==> config.mk <==
export PLATFORM = sky130hd
export DESIGN_NAME = uart_rx_packet_framer_core_flat
export DESIGN_NICKNAME = d
export VERILOG_FILES = /design/src/hdl/urpf_pkg.sv /design/src/hdl/urpf_if.sv /design/src/hdl/urpf_ctrl.sv /design/src/hdl/urpf_dp.sv /design/src/hdl/uart_rx_packet_framer_core.sv /design/src/flat_wrapper.sv
export SDC_FILE = /design/constraint.sdc
export NUM_CORES = 1
export LEC_CHECK = 0
export BUFFER_PORTS_ARGS = -buffer_cell sky130_fd_sc_hd__buf_2
export CAP_MARGIN = 20
export CORE_MARGIN = 2
export CORE_UTILIZATION = 35
export CTS_CLUSTER_SIZE = 24
export DETAILED_ROUTE_END_ITERATION = 8
export PLACE_DENSITY = 0.54
export SLEW_MARGIN = 20
export SYNTH_ARGS = -nofsm -noshare
export SYNTH_HDL_FRONTEND = slang
export SYNTH_SLANG_ARGS = --single-unit
export TNS_END_PERCENT = 50
==> constraint.sdc <==
create_clock -name clk_i -period 6.3 [get_ports clk_i]
set_input_delay 0.315 -clock clk_i [delete_from_list [all_inputs] [get_ports clk_i]]
set_output_delay 0.315 -clock clk_i [all_outputs]
set_load 0.01 [all_outputs]
==> src/hdl/urpf_pkg.sv <==
`timescale 1ns / 1ps
// ----------------------------------------------------------------------------
// UART receive packet framer package
// Shared widths, close reason codes, register indexes and the command and
// status bundles between the controller and the datapath.
// ----------------------------------------------------------------------------
package urpf_pkg;

  localparam int STORE_DEPTH_DEF = 64;

  localparam int BYTE_W  = 8;
  localparam int LEN_W   = 7;
  localparam int STAMP_W = 32;
  localparam int RSN_W   = 3;

  // close reasons, in priority order after the begin byte
  localparam logic [RSN_W-1:0] RSN_FRAME    = 3'd0;
  localparam logic [RSN_W-1:0] RSN_PARITY   = 3'd1;
  localparam logic [RSN_W-1:0] RSN_TIMEOUT  = 3'd2;
  localparam logic [RSN_W-1:0] RSN_END      = 3'd3;
  localparam logic [RSN_W-1:0] RSN_BEGIN    = 3'd4;
  localparam logic [RSN_W-1:0] RSN_OVERFLOW = 3'd5;
  localparam logic [RSN_W-1:0] RSN_LENGTH   = 3'd6;

  // configuration register indexes
  localparam int CFG_IDX_W  = 3;
  localparam int CFG_DATA_W = 8;
  localparam logic [CFG_IDX_W-1:0] CFG_BEGIN_EN   = 3'd0;
  localparam logic [CFG_IDX_W-1:0] CFG_BEGIN_BYTE = 3'd1;
  localparam logic [CFG_IDX_W-1:0] CFG_END_EN     = 3'd2;
  localparam logic [CFG_IDX_W-1:0] CFG_END_BYTE   = 3'd3;
  localparam logic [CFG_IDX_W-1:0] CFG_MAX_LEN    = 3'd4;

  typedef struct packed {
    logic capture;    // take the accepted beat into the item registers
    logic rsn_latch;  // latch the close reason
    logic rsn_begin;  // latched reason is the begin byte
    logic store;      // write the byte, latch the first stamp
    logic rd_en;      // read the store at the drain index
    logic load_out;   // move the read byte into the output register
  } cmd_t;

  typedef struct packed {
    logic begin_close;  // begin byte seen while bytes are held
    logic close_hit;    // a close reason applies and bytes are held
    logic out_free;     // output register can take a beat
    logic rd_last;      // drain index points at the final held byte
  } sts_t;

endpackage

==> src/hdl/urpf_if.sv <==
`timescale 1ns / 1ps
// ----------------------------------------------------------------------------
// UART receive packet framer channels
// Receive event channel and packet byte channel, valid/ready handshake.
// ----------------------------------------------------------------------------
interface urpf_rx_if;
  logic        valid;
  logic        ready;
  logic [7:0]  rx_byte;
  logic        frame_error;
  logic        parity_error;
  logic        idle_event;
  logic [31:0] time_now;

  modport source (
    output valid, rx_byte, frame_error, parity_error, idle_event, time_now,
    input  ready
  );
  modport sink (
    input  valid, rx_byte, frame_error, parity_error, idle_event, time_now,
    output ready
  );
endinterface

interface urpf_pkt_if;
  logic        valid;
  logic        ready;
  logic [7:0]  packet_byte;
  logic        last_byte;
  logic [2:0]  close_reason;
  logic [6:0]  packet_length;
  logic [31:0] start_time;

  modport source (
    output valid, packet_byte, last_byte, close_reason, packet_length, start_time,
    input  ready
  );
  modport sink (
    input  valid, packet_byte, last_byte, close_reason, packet_length, start_time,
    output ready
  );
endinterface

==> src/hdl/urpf_ctrl.sv <==
`timescale 1ns / 1ps
// ----------------------------------------------------------------------------
// UART receive packet framer controller
// Sequences one receive event: evaluate, drain on begin byte, store, check
// close, drain the closed packet one beat at a time.
// ----------------------------------------------------------------------------
module urpf_ctrl (
  input  logic            clk_i,
  input  logic            rst_ni,
  input  logic            in_valid_i,
  output logic            in_ready_o,
  input  urpf_pkg::sts_t  sts_i,
  output urpf_pkg::cmd_t  cmd_o
);

  localparam logic [2:0] S_IDLE  = 3'd0;
  localparam logic [2:0] S_EVAL  = 3'd1;
  localparam logic [2:0] S_STORE = 3'd2;
  localparam logic [2:0] S_CHECK = 3'd3;
  localparam logic [2:0] S_RD    = 3'd4;
  localparam logic [2:0] S_LD    = 3'd5;

  logic [2:0] state_q, state_d;
  logic       resume_q, resume_d;

  always_comb begin
    state_d  = state_q;
    resume_d = resume_q;
    cmd_o    = '0;
    case (state_q)
      S_IDLE: begin
        if (in_valid_i) begin
          cmd_o.capture = 1'b1;
          state_d       = S_EVAL;
        end
      end
      S_EVAL: begin
        // a begin byte flushes what is held before it is stored
        if (sts_i.begin_close) begin
          cmd_o.rsn_latch = 1'b1;
          cmd_o.rsn_begin = 1'b1;
          resume_d        = 1'b1;
          state_d         = S_RD;
        end else begin
          state_d = S_STORE;
        end
      end
      S_STORE: begin
        cmd_o.store = 1'b1;
        state_d     = S_CHECK;
      end
      S_CHECK: begin
        if (sts_i.close_hit) begin
          cmd_o.rsn_latch = 1'b1;
          resume_d        = 1'b0;
          state_d         = S_RD;
        end else begin
          state_d = S_IDLE;
        end
      end
      S_RD: begin
        cmd_o.rd_en = 1'b1;
        state_d     = S_LD;
      end
      S_LD: begin
        if (sts_i.out_free) begin
          cmd_o.load_out = 1'b1;
          if (sts_i.rd_last) begin
            state_d = resume_q ? S_STORE : S_IDLE;
          end else begin
            state_d = S_RD;
          end
        end
      end
      default: begin
        state_d = S_IDLE;
      end
    endcase
  end

  assign in_ready_o = (state_q == S_IDLE);

  always_ff @(posedge clk_i or negedge rst_ni) begin
    if (!rst_ni) begin
      state_q  <= S_IDLE;
      resume_q <= 1'b0;
    end else begin
      state_q  <= state_d;
      resume_q <= resume_d;
    end
  end

endmodule

==> src/hdl/urpf_dp.sv <==
`timescale 1ns / 1ps
// ----------------------------------------------------------------------------
// UART receive packet framer datapath
// Configuration registers, item registers, byte store, fill count, first
// stamp, close reason logic and the output register.
// ----------------------------------------------------------------------------
module urpf_dp #(
  parameter int STORE_DEPTH = urpf_pkg::STORE_DEPTH_DEF
) (
  input  logic                             clk_i,
  input  logic                             rst_ni,
  input  logic                             cfg_we_i,
  input  logic [urpf_pkg::CFG_IDX_W-1:0]   cfg_idx_i,
  input  logic [urpf_pkg::CFG_DATA_W-1:0]  cfg_wdata_i,
  input  logic [urpf_pkg::BYTE_W-1:0]      rx_byte_i,
  input  logic                             frame_error_i,
  input  logic                             parity_error_i,
  input  logic                             idle_event_i,
  input  logic [urpf_pkg::STAMP_W-1:0]     time_now_i,
  input  urpf_pkg::cmd_t                   cmd_i,
  output urpf_pkg::sts_t                   sts_o,
  output logic                             out_valid_o,
  input  logic                             out_ready_i,
  output logic [urpf_pkg::BYTE_W-1:0]      packet_byte_o,
  output logic                             last_byte_o,
  output logic [urpf_pkg::RSN_W-1:0]       close_reason_o,
  output logic [urpf_pkg::LEN_W-1:0]       packet_length_o,
  output logic [urpf_pkg::STAMP_W-1:0]     start_time_o
);

  localparam int AW = $clog2(STORE_DEPTH);
  localparam int CW = $clog2(STORE_DEPTH + 1);
  localparam int LW = (CW > urpf_pkg::LEN_W) ? CW : urpf_pkg::LEN_W;

  // configuration
  logic                          begin_en_q;
  logic [urpf_pkg::BYTE_W-1:0]   begin_byte_q;
  logic                          end_en_q;
  logic [urpf_pkg::BYTE_W-1:0]   end_byte_q;
  logic [urpf_pkg::LEN_W-1:0]    max_len_q;

  always_ff @(posedge clk_i or negedge rst_ni) begin
    if (!rst_ni) begin
      begin_en_q   <= 1'b0;
      begin_byte_q <= '0;
      end_en_q     <= 1'b0;
      end_byte_q   <= '0;
      max_len_q    <= '0;
    end else if (cfg_we_i) begin
      case (cfg_idx_i)
        urpf_pkg::CFG_BEGIN_EN:   begin_en_q   <= cfg_wdata_i[0];
        urpf_pkg::CFG_BEGIN_BYTE: begin_byte_q <= cfg_wdata_i;
        urpf_pkg::CFG_END_EN:     end_en_q     <= cfg_wdata_i[0];
        urpf_pkg::CFG_END_BYTE:   end_byte_q   <= cfg_wdata_i;
        urpf_pkg::CFG_MAX_LEN:    max_len_q    <= cfg_wdata_i[urpf_pkg::LEN_W-1:0];
        default: ;
      endcase
    end
  end

  // accepted receive event
  logic [urpf_pkg::BYTE_W-1:0]  byte_q;
  logic                         fe_q, pe_q, idle_q;
  logic [urpf_pkg::STAMP_W-1:0] now_q;

  always_ff @(posedge clk_i) begin
    if (cmd_i.capture) begin
      byte_q <= rx_byte_i;
      fe_q   <= frame_error_i;
      pe_q   <= parity_error_i;
      idle_q <= idle_event_i;
      now_q  <= time_now_i;
    end
  end

  // store state
  logic [CW-1:0]                fill_q, fill_d;
  logic [AW-1:0]                rd_idx_q, rd_idx_d;
  logic [urpf_pkg::STAMP_W-1:0] stamp_q;
  logic [urpf_pkg::RSN_W-1:0]   reason_q;
  logic [urpf_pkg::BYTE_W-1:0]  mem_q [STORE_DEPTH];
  logic [urpf_pkg::BYTE_W-1:0]  rdata_q;

  logic                         full, fill_nz, wr_en, rd_last;
  logic                         begin_hit, end_hit, len_hit;
  logic                         rsn_valid;
  logic [urpf_pkg::RSN_W-1:0]   rsn_c;

  assign full      = (fill_q == CW'(STORE_DEPTH));
  assign fill_nz   = (fill_q != '0);
  assign begin_hit = !idle_q && begin_en_q && (byte_q == begin_byte_q);
  assign end_hit   = !idle_q && end_en_q && (byte_q == end_byte_q);
  assign len_hit   = (max_len_q != '0) && (LW'(fill_q) >= LW'(max_len_q));
  assign wr_en     = cmd_i.store && !idle_q && !full;
  assign rd_last   = ((CW'(rd_idx_q) + CW'(1)) == fill_q);

  always_comb begin
    rsn_valid = 1'b1;
    rsn_c     = urpf_pkg::RSN_FRAME;
    if (fe_q)          rsn_c = urpf_pkg::RSN_FRAME;
    else if (pe_q)     rsn_c = urpf_pkg::RSN_PARITY;
    else if (idle_q)   rsn_c = urpf_pkg::RSN_TIMEOUT;
    else if (end_hit)  rsn_c = urpf_pkg::RSN_END;
    else if (full)     rsn_c = urpf_pkg::RSN_OVERFLOW;
    else if (len_hit)  rsn_c = urpf_pkg::RSN_LENGTH;
    else               rsn_valid = 1'b0;
  end

  always_comb begin
    fill_d   = fill_q;
    rd_idx_d = rd_idx_q;
    if (cmd_i.load_out) begin
      // drop the packet once its final beat leaves the store
      if (rd_last) begin
        fill_d   = '0;
        rd_idx_d = '0;
      end else begin
        rd_idx_d = rd_idx_q + AW'(1);
      end
    end else if (wr_en) begin
      fill_d = fill_q + CW'(1);
    end
  end

  always_ff @(posedge clk_i or negedge rst_ni) begin
    if (!rst_ni) begin
      fill_q   <= '0;
      rd_idx_q <= '0;
      stamp_q  <= '0;
    end else begin
      fill_q   <= fill_d;
      rd_idx_q <= rd_idx_d;
      if (cmd_i.store && !fill_nz) begin
        stamp_q <= now_q;
      end
    end
  end

  always_ff @(posedge clk_i) begin
    if (cmd_i.rsn_latch) begin
      reason_q <= cmd_i.rsn_begin ? urpf_pkg::RSN_BEGIN : rsn_c;
    end
  end

  always_ff @(posedge clk_i) begin
    if (wr_en) begin
      mem_q[fill_q[AW-1:0]] <= byte_q;
    end
    if (cmd_i.rd_en) begin
      rdata_q <= mem_q[rd_idx_q];
    end
  end

  // output register
  logic                         out_valid_q;
  logic [urpf_pkg::BYTE_W-1:0]  out_byte_q;
  logic                         out_last_q;
  logic [urpf_pkg::RSN_W-1:0]   out_rsn_q;
  logic [urpf_pkg::LEN_W-1:0]   out_len_q;
  logic [urpf_pkg::STAMP_W-1:0] out_stamp_q;

  always_ff @(posedge clk_i or negedge rst_ni) begin
    if (!rst_ni) begin
      out_valid_q <= 1'b0;
    end else if (cmd_i.load_out) begin
      out_valid_q <= 1'b1;
    end else if (out_ready_i) begin
      out_valid_q <= 1'b0;
    end
  end

  always_ff @(posedge clk_i) begin
    if (cmd_i.load_out) begin
      out_byte_q  <= rdata_q;
      out_last_q  <= rd_last;
      out_rsn_q   <= reason_q;
      out_len_q   <= urpf_pkg::LEN_W'(fill_q);
      out_stamp_q <= stamp_q;
    end
  end

  assign sts_o.begin_close = begin_hit && fill_nz;
  assign sts_o.close_hit   = rsn_valid && fill_nz;
  assign sts_o.out_free    = !out_valid_q || out_ready_i;
  assign sts_o.rd_last     = rd_last;

  assign out_valid_o     = out_valid_q;
  assign packet_byte_o   = out_byte_q;
  assign last_byte_o     = out_last_q;
  assign close_reason_o  = out_rsn_q;
  assign packet_length_o = out_len_q;
  assign start_time_o    = out_stamp_q;

endmodule

==> src/hdl/uart_rx_packet_framer_core.sv <==
`timescale 1ns / 1ps
// Sequence: an event that closes nothing passes evaluate, store and check;
//   one that closes a packet adds a store read, then an output load, per byte,
//   and a begin byte that flushes a held packet adds that drain before storing.
// Throughput: a new event is taken only when the last one and its drain are
//   done; the drain rests on the single store read port and output register.
// Reset: asynchronous, active low; clears the state, config, fill count and stamp.
// ----------------------------------------------------------------------------
// UART receive packet framer
// Collects receive events into packets and streams each closed packet out
// beat by beat with its close reason, length and start time.
// ----------------------------------------------------------------------------
module uart_rx_packet_framer_core #(
  parameter int STORE_DEPTH = urpf_pkg::STORE_DEPTH_DEF
) (
  input  logic                            clk_i,
  input  logic                            rst_ni,
  input  logic                            cfg_we_i,
  input  logic [urpf_pkg::CFG_IDX_W-1:0]  cfg_idx_i,
  input  logic [urpf_pkg::CFG_DATA_W-1:0] cfg_wdata_i,
  urpf_rx_if.sink                         in_ch,
  urpf_pkt_if.source                      out_ch
);

  urpf_pkg::cmd_t cmd;
  urpf_pkg::sts_t sts;
  logic           in_ready;

  urpf_ctrl u_ctrl (
    .clk_i      (clk_i),
    .rst_ni     (rst_ni),
    .in_valid_i (in_ch.valid),
    .in_ready_o (in_ready),
    .sts_i      (sts),
    .cmd_o      (cmd)
  );

  urpf_dp #(
    .STORE_DEPTH (STORE_DEPTH)
  ) u_dp (
    .clk_i           (clk_i),
    .rst_ni          (rst_ni),
    .cfg_we_i        (cfg_we_i),
    .cfg_idx_i       (cfg_idx_i),
    .cfg_wdata_i     (cfg_wdata_i),
    .rx_byte_i       (in_ch.rx_byte),
    .frame_error_i   (in_ch.frame_error),
    .parity_error_i  (in_ch.parity_error),
    .idle_event_i    (in_ch.idle_event),
    .time_now_i      (in_ch.time_now),
    .cmd_i           (cmd),
    .sts_o           (sts),
    .out_valid_o     (out_ch.valid),
    .out_ready_i     (out_ch.ready),
    .packet_byte_o   (out_ch.packet_byte),
    .last_byte_o     (out_ch.last_byte),
    .close_reason_o  (out_ch.close_reason),
    .packet_length_o (out_ch.packet_length),
    .start_time_o    (out_ch.start_time)
  );

  assign in_ch.ready = in_ready;

  // one event at a time: ready drops right after a beat is taken
  a_one_item: assert property (@(posedge clk_i) disable iff (!rst_ni)
    (in_ch.valid && in_ch.ready) |=> !in_ch.ready)
    else $error("input taken while an event is in progress");

  // store write and drain read never share a cycle
  a_port_excl: assert property (@(posedge clk_i) disable iff (!rst_ni)
    !(cmd.store && cmd.rd_en))
    else $error("store write and read in the same cycle");

  // output load only into a free output register
  a_load_free: assert property (@(posedge clk_i) disable iff (!rst_ni)
    cmd.load_out |-> sts.out_free)
    else $error("output register overwritten");

  // a store read is never followed directly by another read or a capture
  a_load_after_rd: assert property (@(posedge clk_i) disable iff (!rst_ni)
    cmd.rd_en |=> !cmd.rd_en && !cmd.capture)
    else $error("drain sequence broken");

endmodule
==> src/flat_wrapper.sv <==
// flat-port wrapper written by rule: the top's interface ports become plain ports
module uart_rx_packet_framer_core_flat 
#(
  parameter int STORE_DEPTH = urpf_pkg::STORE_DEPTH_DEF
)
  (clk_i, rst_ni, cfg_we_i, cfg_idx_i, cfg_wdata_i, in_ch_valid, in_ch_rx_byte, in_ch_frame_error, in_ch_parity_error, in_ch_idle_event, in_ch_time_now, in_ch_ready, out_ch_valid, out_ch_packet_byte, out_ch_last_byte, out_ch_close_reason, out_ch_packet_length, out_ch_start_time, out_ch_ready);
  urpf_rx_if in_ch_i ();
  urpf_pkt_if out_ch_i ();
  input  logic clk_i;
  input  logic rst_ni;
  input  logic cfg_we_i;
  input  logic [urpf_pkg::CFG_IDX_W-1:0] cfg_idx_i;
  input  logic [urpf_pkg::CFG_DATA_W-1:0] cfg_wdata_i;
  input wire logic [$bits(in_ch_i.valid)-1:0] in_ch_valid;
  input wire logic [$bits(in_ch_i.rx_byte)-1:0] in_ch_rx_byte;
  input wire logic [$bits(in_ch_i.frame_error)-1:0] in_ch_frame_error;
  input wire logic [$bits(in_ch_i.parity_error)-1:0] in_ch_parity_error;
  input wire logic [$bits(in_ch_i.idle_event)-1:0] in_ch_idle_event;
  input wire logic [$bits(in_ch_i.time_now)-1:0] in_ch_time_now;
  output wire logic [$bits(in_ch_i.ready)-1:0] in_ch_ready;
  output wire logic [$bits(out_ch_i.valid)-1:0] out_ch_valid;
  output wire logic [$bits(out_ch_i.packet_byte)-1:0] out_ch_packet_byte;
  output wire logic [$bits(out_ch_i.last_byte)-1:0] out_ch_last_byte;
  output wire logic [$bits(out_ch_i.close_reason)-1:0] out_ch_close_reason;
  output wire logic [$bits(out_ch_i.packet_length)-1:0] out_ch_packet_length;
  output wire logic [$bits(out_ch_i.start_time)-1:0] out_ch_start_time;
  input wire logic [$bits(out_ch_i.ready)-1:0] out_ch_ready;
  assign in_ch_i.valid = in_ch_valid;
  assign in_ch_i.rx_byte = in_ch_rx_byte;
  assign in_ch_i.frame_error = in_ch_frame_error;
  assign in_ch_i.parity_error = in_ch_parity_error;
  assign in_ch_i.idle_event = in_ch_idle_event;
  assign in_ch_i.time_now = in_ch_time_now;
  assign in_ch_ready = in_ch_i.ready;
  assign out_ch_valid = out_ch_i.valid;
  assign out_ch_packet_byte = out_ch_i.packet_byte;
  assign out_ch_last_byte = out_ch_i.last_byte;
  assign out_ch_close_reason = out_ch_i.close_reason;
  assign out_ch_packet_length = out_ch_i.packet_length;
  assign out_ch_start_time = out_ch_i.start_time;
  assign out_ch_i.ready = out_ch_ready;
  uart_rx_packet_framer_core #(.STORE_DEPTH(STORE_DEPTH)) u_core (.clk_i(clk_i), .rst_ni(rst_ni), .cfg_we_i(cfg_we_i), .cfg_idx_i(cfg_idx_i), .cfg_wdata_i(cfg_wdata_i), .in_ch(in_ch_i), .out_ch(out_ch_i));
endmodule
==> reports/metrics.cfg <==
[status]
status = finished, final reports clean

[floorplan]
initial_core_util_pct = 35.2
die_height_um = 280
num_rows = 101
ios = 112
dieWidth_um = 280
die_area_um2 = 78400
core-area_um2 = 75700

[global_route]
track_usage_pct = 15.8
grt_max_degree = 69
grt_first_pass_wirelength_mm = 90.4
antenna_found_initial = 2
overflow = 0
first_global_vias = 13400

[pwr]
p_leak_nw = 10.4
powerDensity_nw_per_um2 = 382
ir_worst_vdd_v = 0.000258

[sta]
period_share_pct = 63.2
post-route-worst-setup-slack_ns = 2.32
final-hold-violation-count = 0
setup-violations-final = 0
drv_slew = 0
slew_headroom_pct = 29.7
timing.hold.ws_ns = 0.0542
fin_skew_ns = 0.0251
worst_pin_slew_ns = 1.05
rsz0062_at_grt = no
setup_tns_ns = 0
fmax_mhz = 251
min_period_ns = 3.98

[final_layout]
finalNetCount = 1555
drive_gt1_share_pct = 30.2
multiInputGateArea_um2 = 5890
fin_util_pct = 41.3
seq_area_um2 = 20400
area_growth_pct = 17.3
fillers = 6609

[placement]
pre_cts_ws_ns = 2.25
place.detailed.hpwl_mm = 36.9
finalWeightedCongestion = 0.784
io_buffers = 111

[clock_tree]
cts-root-buf = clkbuf_16
post-cts-setup-buffer-count = 0
clk_pin_slew_ns = 0.06
cts_max_level = 3
cts_buffers = 74
clkSinkCount = 692
cts_tree = built
clk_path_buf_depth = 3
clkLatencyLatePin_ns = 0.62
cts_resized = 0

[logic_synthesis]
syn_area_um2 = 26700
synth_cells = 1290
ys_types = 53
synth_edf_count = 617
ys.warnings.count = 0
syn_nets = 1359
syn_area_per_cell_um2 = 20.7
seq_area_frac_synth_pct = 76.6
synth_seq_cells = 692
async_flop_share_pct = 10.8
synthFlopType = edfxtp_1

[critical_path]
critPathMaxFanout = 12
crit_path_start_kind = flip-flop
cp.required_ns = 6.53
path_class = flip-flop to flip-flop
setup.worst_path.end_class = flip-flop
cp.arrival_ns = 4.21

[route]
drt_pass1_iterations = 5
drc = 0
vias = 12900
wl_mm = 61.3
wl_per_cell_um = 24.3
avgViaCountPerCell = 5.11
drt_iter0_markers = 1022
postRouteAntennaNets = 0

[job]
drv_cap = 0

[worst_hold_path]
min_path_type = input pin to flip-flop

timing repair:
| action | 4_1_cts | 5_1_grt |
|---|---|---|
| hold buffers | 53 | 0 |
| hold endpoints to repair | 74 | 0 |
| endpoints found under the setup margin | 0 | 0 |
area by class of cell:
type / count / area share (%)
Tap cell: 978 / 3.91
Inverter: 19 / 0.228
Antenna cell: 1 / 0.00800
Timing Repair Buffer: 185 / 4.09
Multi-Input combinational cell: 514 / 18.9
Clock inverter: 46 / 1.33
Clock buffer: 90 / 6.28
Sequential cell: 692 / 65.3
worst paths after layout:
kind	start	to	slack, ns	cells past startpoint
hold / removal	in_ch_valid	u_core.u_ctrl.state_q[0]$_DFFE_PN0P_	0.05	3
max in group asynchronous	rst_ni	u_core.u_dp.rd_idx_q[0]$_DFFE_PN0P_	4.99	3
min in group asynchronous	rst_ni	u_core.u_dp.stamp_q[29]$_DFFE_PN0P_	0.06	2
setup reg to reg	u_core.u_dp.fill_q[0]$_DFFE_PN0P_	u_core.u_dp.mem_q[48][3]$_DFFE_PP_	2.32	6
hold reg to reg	u_core.u_dp.reason_q[2]$_SDFFCE_PP1P_	u_core.u_dp.close_reason_o[2]$_DFFE_PP_	0.42	0
setup / recovery	u_core.u_dp.fill_q[0]$_DFFE_PN0P_	u_core.u_dp.mem_q[48][3]$_DFFE_PP_	2.32	6
kinds of logic after synthesis:
logic type	after synthesis	share of synthesized area, %
AOI/OAI and AO/OA	53	1.18
xor gates and xnor gates	24	0.789
adders and majority gates	10	0.469
buffers and inverters	84	1.37
DFF	692	76.6
muxes	217	15.9
and+or+nand+nor	210	3.74
where the power goes:
group	internal, W	switching [W]
combinational	0.00122	0.00118
clock	0.00248	0.00177
sequential	0.00511	0.000184
total	0.00881	0.00313
critical path: stages, from the launching register on:
cell and delay [ns]:
dfrtp_1 0.60, inv_1 0.17, ha_1 0.26, and4_4 0.21, nor4_2 0.74, nand3_1 0.78
nor2_1 0.82
metrics by stage:
stage | power (W) | area (um^2) | std cells
6_report | 0.0119 | 31300 | 2525
5_1_grt | 0.0124 | 31300 | 2524
4_1_cts | 0.0121 | 31200 | 2523
3_5_place_dp | 0.00779 | 28300 | 2334
3_3_place_gp | 0.00780 | 28300 | 2334
2_1_floorplan | 0.00702 | 26700 | 1290
registers in the layout (all words and copies together), names as in the netlist, 3 cells and up:
name / cells
u_core.u_dp.mem_q: 512
u_core.u_dp.now_q: 32
u_core.u_dp.stamp_q: 32
u_core.u_dp.start_time_o: 32
u_core.u_dp.begin_byte_q: 8
u_core.u_dp.byte_q: 8
u_core.u_dp.end_byte_q: 8
u_core.u_dp.packet_byte_o: 8
u_core.u_dp.rdata_q: 8
u_core.u_dp.fill_q: 7
u_core.u_dp.max_len_q: 7
u_core.u_dp.packet_length_o: 7
u_core.u_dp.rd_idx_q: 6
u_core.u_ctrl.state_q: 3
u_core.u_dp.close_reason_o: 3
u_core.u_dp.reason_q: 3
synthesized netlist by cell type, types with 7 or more instances:
library cell  number  area share (%)
xor2_1            13            0.43
nor4_1             7            0.16
nand2_1           44            0.62
mux2_2            51             2.2
nor3_1             9            0.17
buf_1             10            0.14
ha_1              10            0.47
clkbuf_1          30            0.42
buf_2             21            0.39
o21ai_0           19            0.36
nor2_1            76             1.1
nand3_1           28            0.53
mux4_2           160              14
edfxtp_1         617              70
or3_1              7            0.16
inv_1             17            0.24
dfrtp_1           75             7.0
a21oi_1           14            0.26
xnor2_1           11            0.36
nor2b_1            7            0.16
layout by cell type, fill, tap and decap left out, types with 9 or more instances in the layout:
cell,instances
edfxtp_1,617
mux4_2,160
buf_2,110
nor2_1,76
clkbuf_16,75
dfrtp_1,73
dlygate4sd3_1,53
mux2_2,51
nand2_1,44
nand3_1,28
buf_4,20
o21ai_0,19
clkinv_1,17
inv_1,16
a21oi_1,14
xor2_1,13
clkinv_2,12
clkbuf_1,12
xnor2_1,11
ha_1,10
nor3_1,9
metal layers:
layer | up-vias | wire length (um) | GRT usage, %
li1 | 5626 | - | -
met1 | 6850 | 26500 | 21.3
met2 | 335 | 30300 | 25.9
met3 | 82 | 2940 | 2.82
met4 | 0 | 1520 | 5.46
met5 | - | 0 | 0
No activity file was read; power rests on OpenSTA's default activity.
